**src/svsm_pkg.sv**
```systemverilog
// ----------------------------------------------------------------------------
// svsm_pkg: shared types and constants
// Widths, request codes and the control struct between the sequencer and
// the modular arithmetic unit.
// ----------------------------------------------------------------------------
package svsm_pkg;
    localparam int MAX_ENTRIES = 32;
    localparam int CNT_W       = $clog2(MAX_ENTRIES + 1);
    localparam int PTR_W       = (MAX_ENTRIES > 1) ? $clog2(MAX_ENTRIES) : 1;
    localparam int IDX_W       = 32;
    localparam int VAL_W       = 64;

    localparam logic [1:0] REQ_LOAD_U = 2'd0;
    localparam logic [1:0] REQ_LOAD_V = 2'd1;
    localparam logic [1:0] REQ_MERGE  = 2'd2;

    localparam logic [0:0] ADDR_MODULUS = 1'b0;
    localparam logic [0:0] ADDR_SCALE   = 1'b1;

    // op codes for the shared arithmetic unit
    localparam logic [1:0] OP_MOD = 2'd0; // a mod n
    localparam logic [1:0] OP_MUL = 2'd1; // a*b mod n, a,b < n
    localparam logic [1:0] OP_SUB = 2'd2; // a-b mod n, a,b < n

    typedef struct packed {
        logic             start;
        logic [1:0]       op;
        logic [VAL_W-1:0] a;
        logic [VAL_W-1:0] b;
    } t_alu_req;

    typedef struct packed {
        logic             done;
        logic [VAL_W-1:0] res;
    } t_alu_rsp;
endpackage

```
**src/svsm_alu.sv**
```systemverilog
// ----------------------------------------------------------------------------
// svsm_alu: bit-serial modular arithmetic unit
// Reduction by restoring shift-subtract and multiply by double-and-add, one
// bit per cycle, and a single-step subtract.
// ----------------------------------------------------------------------------
module svsm_alu (
    input  logic                 i_clk,
    input  logic                 i_rst_n,
    input  logic [63:0]          i_n,
    input  svsm_pkg::t_alu_req   i_req,
    output svsm_pkg::t_alu_rsp   o_rsp
);
    import svsm_pkg::*;

    logic             r_busy, n_busy;
    logic [1:0]       r_op, n_op;
    logic [6:0]       r_bit, n_bit;
    logic [VAL_W-1:0] r_acc, n_acc;
    logic [VAL_W-1:0] r_a, n_a;
    logic [VAL_W-1:0] r_b, n_b;
    logic             r_done, n_done;

    logic [VAL_W:0]   dbl;
    logic [VAL_W-1:0] dbl_m;
    logic [VAL_W:0]   sum;
    logic [VAL_W-1:0] sum_m;

    always_comb begin
        // one doubling and one conditional add per cycle
        dbl   = {r_acc, 1'b0};
        if (r_op == OP_MOD) dbl = {r_acc, r_a[VAL_W-1]};
        dbl_m = (dbl >= {1'b0, i_n}) ? VAL_W'(dbl - {1'b0, i_n}) : dbl[VAL_W-1:0];
        sum   = {1'b0, dbl_m} + {1'b0, r_b};
        sum_m = (sum >= {1'b0, i_n}) ? VAL_W'(sum - {1'b0, i_n}) : sum[VAL_W-1:0];
    end

    always_comb begin
        n_busy = r_busy;
        n_op   = r_op;
        n_bit  = r_bit;
        n_acc  = r_acc;
        n_a    = r_a;
        n_b    = r_b;
        n_done = 1'b0;
        if (!r_busy && i_req.start) begin
            n_op = i_req.op;
            n_a  = i_req.a;
            n_b  = i_req.b;
            n_acc = '0;
            if (i_req.op == OP_SUB) begin
                n_acc  = (i_req.a >= i_req.b) ? i_req.a - i_req.b
                                              : i_req.a - i_req.b + i_n;
                n_done = 1'b1;
            end else begin
                n_busy = 1'b1;
                n_bit  = 7'd64;
            end
        end else if (r_busy) begin
            if (r_op == OP_MOD) begin
                n_acc = dbl_m;
                n_a   = {r_a[VAL_W-2:0], 1'b0};
            end else begin
                n_acc = r_a[VAL_W-1] ? sum_m : dbl_m;
                n_a   = {r_a[VAL_W-2:0], 1'b0};
            end
            n_bit = r_bit - 7'd1;
            if (r_bit == 7'd1) begin
                n_busy = 1'b0;
                n_done = 1'b1;
            end
        end
    end

    always_ff @(posedge i_clk) begin
        if (!i_rst_n) begin
            r_busy <= 1'b0;
            r_done <= 1'b0;
            r_op   <= OP_MOD;
            r_bit  <= '0;
        end else begin
            r_busy <= n_busy;
            r_done <= n_done;
            r_op   <= n_op;
            r_bit  <= n_bit;
        end
        r_acc <= n_acc;
        r_a   <= n_a;
        r_b   <= n_b;
    end

    assign o_rsp.done = r_done;
    assign o_rsp.res  = r_acc;
endmodule

```
**config.mk**
```make
export PLATFORM = sky130hd
export DESIGN_NAME = svsm_alu
export DESIGN_NICKNAME = d
export VERILOG_FILES = /design/src/svsm_pkg.sv /design/src/svsm_alu.sv
export SDC_FILE = /design/constraint.sdc
export NUM_CORES = 1
export LEC_CHECK = 0
export BUFFER_PORTS_ARGS = -buffer_cell sky130_fd_sc_hd__buf_2
export CAP_MARGIN = 20
export CORE_UTILIZATION = 50
export CTS_CLUSTER_DIAMETER = 100
export DETAILED_ROUTE_END_ITERATION = 8
export GPL_TIMING_DRIVEN = 0
export PLACE_DENSITY_LB_ADDON = 0.25
export SYNTH_ARGS = -nofsm -noshare
export SYNTH_HDL_FRONTEND = slang
export SYNTH_SLANG_ARGS = --single-unit
```
**constraint.sdc**
```tcl
create_clock -name i_clk -period 26.7 [get_ports i_clk]
set_input_delay 5.34 -clock i_clk [delete_from_list [all_inputs] [get_ports i_clk]]
set_output_delay 5.34 -clock i_clk [all_outputs]
set_load 0.02 [all_outputs]
```
==> reports/results.env <==
CTS.CLK_SLEW.WORST_PATHS_NS=0.07
ROUTED_WL_UM=130000
GRT_UTIL_ALL_LAYERS_PCT=41.5
WIRE_LENGTH_PER_CELL_UM=25.8
GRT_PASS1_VIAS=28900
SYNTH-SEQ-AREA-SHARE_PCT=20.1
MAX_SLEW_MARGIN_PCT=22.1
GLOBALPLACE.CONGESTION=1.03
SETUP.WORST_PATH.CLASS='in2reg'
SYNTH_COMPOUND_AREA_SHARE_PCT=29.9
DIE_Y_UM=246
ANTENNA_VIOLATING_NETS_POST_ROUTE=0
DRT_PASS1_ITERATIONS=8
CP_MAX_FO=10
START_UTIL_PCT=50.5
SYNTH_TOP_FAMILY_BY_AREA='compound AO/OA/AOI/OAI gates'
CRITPATHSLOWESTCELL='o311ai_0'
VIA_PER_INST=6.47
SYNTHFLOPTYPE='edfxtp_1'
GRT_FIRST_PASS_WIRELENGTH_UM=184000
HOLD_PATH.CLASS='reg2reg'
CTS.ROOT.BUFFER_CELL='clkbuf_16'
SYN_AVG_CELL_AREA_SQ_UM=7.50
CTS-BUFFERS-INSERTED=25
CP.ARRIVAL_NS=17.12
POSTSYNTHNETCOUNT=4487
CLOCK-SKEW-FINAL_NS=0.0201
SETUP_VIOL=0
FINAL_HOLD_VIOLATION_COUNT=0
DRIVE_GT1_SHARE_PCT=9.93
GRT_SETUP_UNREPAIRED='false'
GRT_MAX_DEGREE=65
LAYOUT.CELL_AREA.NON_FILLER_SQ_UM=33000
DP_HPWL_UM=111000
SYNTHESIS.AREA_SQ_UM=29700
PLACEDINSTANCEAREA_SQ_UM=32200
RUN_STATUS='completed'
WORSTSETUPSTARTPOINTTYPE='input port'
NETLIST-CELL-TYPE-COUNT=90
PROPORTION_OF_SYNTHESIZED_AREA_IN_MUX_CELLS_PCT=2.09
GRT_OVERFLOW=0
N_FILL_CELL=5841
PERIOD_NEEDED_NS=16.85
STD_CELL_ROWS=89
DESIGN.CORE.AREA_SQ_UM=58900
NETLIST_INSTANCES=3964
ANTENNA_FOUND_INITIAL=5
AGGREGATE_NEGATIVE_SETUP_SLACK_NS=0
CLK_PATH_BUF_DEPTH=3
CTS_MAX_LEVEL=1
HOLDBUFCOUNTCTS=0
CP.REQUIRED_NS=26.97
SYNTH-WARNING-COUNT=0
TRITONCTS='yes'
DIE_WIDTH_UM=246
SYNTH_ENABLE_FLOP_CELLS=192
CRITPATHMAXSTAGEDELAY_NS=0.66
LAYOUT.NETS=4784
SYNTH-ADDER-AREA-SHARE_PCT=13.8
PIN_SLEW_WITH_THE_LEAST_HEADROOM_TO_ITS_LIMIT_NS=1.17
CAP_VIOL_MAX_COUNT=0
POSTCTSSETUPBUFFERS=0
YOSYS.AREA_SHARE.SIMPLE_PCT=20.0
CLKLATENCYLATEPIN_NS=0.57
IOS=262
TIMING.CRITICAL_PATH.TO_TYPE='flop'
LAYOUT_OVERHEAD_ON_THE_SYNTHESIZED_AREA_PCT=11.0
NUM_VIAS=32700
DIEAREA_SQ_UM=60500
SYNTH_ASYNC_SR_FLOP_SHARE_PCT=0
POST-ROUTE-PERIOD-UTIL_PCT=63.1
SYNTH_SEQ_CELLS=203
SYNTHXORXNORAREAFRAC_PCT=8.66
PORT_BUFFERS=261
FMAX_MHz=59.3
NUMBER_OF_SINKS_DRIVEN_BY_THE_CLOCK_TREE=203
CTSRESIZECOUNT=0
TIMING_MAX_TRANSITION_VIOLATIONS_FINAL=0
DETAIL_ROUTE.ITER0.VIOLATIONS=3820
DETAIL_ROUTE.DRC_VIOLATIONS=0
layer usage:
layer | global-route usage (%) | up-vias | wire, um
met5 | 0 | - | 9
met4 | 13.0 | 2 | 4700
met3 | 10.5 | 185 | 17500
met2 | 57.5 | 1915 | 50600
met1 | 61.6 | 15300 | 57500
li1 | - | 15200 | -
state kept, by name, summed over array words and instances, names as in the netlist:
name	flops
r_a	64
r_acc	64
r_op	2
r_busy	1
r_done	1
r_b	64
r_bit	7
cell usage after synthesis, drive strengths merged (9+ instances only):
cell	number	area share, %
or3	21	0.44
nor4	19	0.40
a21boi	22	0.56
o211ai	45	1.1
buf	46	0.85
xnor2	179	5.3
a21o	164	4.1
dfxtp	11	0.74
o32ai	23	0.68
nand2b	31	0.65
or2	25	0.53
nor3	66	1.1
mux2	17	0.64
nand3	79	1.3
mux2i	43	1.4
o21ai	293	5.0
xor2	115	3.4
nand4	99	2.1
edfxtp	192	19
o41ai	11	0.32
nor2	264	3.3
a221o	15	0.50
o21a	52	1.3
a22oi	9	0.23
clkbuf	142	1.8
a31oi	56	1.2
and3	38	0.80
and2	25	0.53
ha	321	14
nor3b	9	0.23
nand3b	9	0.23
nand2	554	7.0
inv	218	2.8
a211oi	75	2.0
o22ai	26	0.55
o31ai	26	0.66
nor2b	29	0.61
and4	9	0.27
a21oi	392	6.6
o21bai	64	1.6
a31o	13	0.38
o211a	9	0.30
stage by stage:
stage | worst slack [ns] | hold WS [ns] | utilization [%] | cells
2_1_floorplan | 13.66 | 0.457 | - | 3964
3_3_place_gp | 9.60 | 0.494 | 54.3 | 4998
3_5_place_dp | 9.76 | 0.502 | 54.6 | 5006
4_1_cts | 10.32 | 0.516 | 56.0 | 5050
5_1_grt | 9.74 | 0.535 | 56.1 | 5053
6_report | 9.85 | 0.516 | 56.1 | 5053
layout make-up:
cell class,instances,area [sq um],area share [%]
inverter,218,818,2.48
multi-input combinational,3355,22200,67.1
tap,773,967,2.93
clock inverter,13,138,0.417
timing repair buffer,270,1470,4.46
clock buffer,31,689,2.09
buffer,188,787,2.38
sequential,203,5990,18.1
antenna,2,5.00,0.0152
path summary, 6_finish.rpt:
path | from | endpoint | slack, ns | depth (start not counted)
min | r_a[59] | r_a[60] | 0.52 | 2
max | i_n[1] | r_acc[62] | 9.85 | 36
max reg2reg | r_op[1] | r_acc[62] | 14.17 | 40
min reg2reg | r_a[59] | r_a[60] | 0.52 | 2
cell usage in the layout (no fill, tap or decap), types with 79 or more instances in the layout:
master    Yosys  routed
xnor2_1     179     179
clkbuf_1    141     144
edfxtp_1    192     192
buf_2        30     292
o21ai_0     267     267
nand2_1     554     554
a21oi_1     392     392
nand4_1      99      99
ha_1        321     321
nand3_1      79      79
nor2_1      264     264
inv_1       217     217
a21o_1      164     164
xor2_1      115     115
cell families after synthesis:
logic type / count (synthesis)
compound gates: 1383
simple gates: 1292
buf+inv: 406
fa+ha+maj: 326
xor+xnor: 294
flops: 203
mux: 60
critical path: cells and delay by family:
kind	cells	cell delay [ns]
fa+ha+maj	3	1.09
compound gates	22	6.86
xor+xnor	1	0.38
simple gates	5	1.74
buf+inv	5	1.65
Power is left out: the tool's default activity adds up to more than one toggle a clock period on the data nets, which glitch-free logic cannot reach.
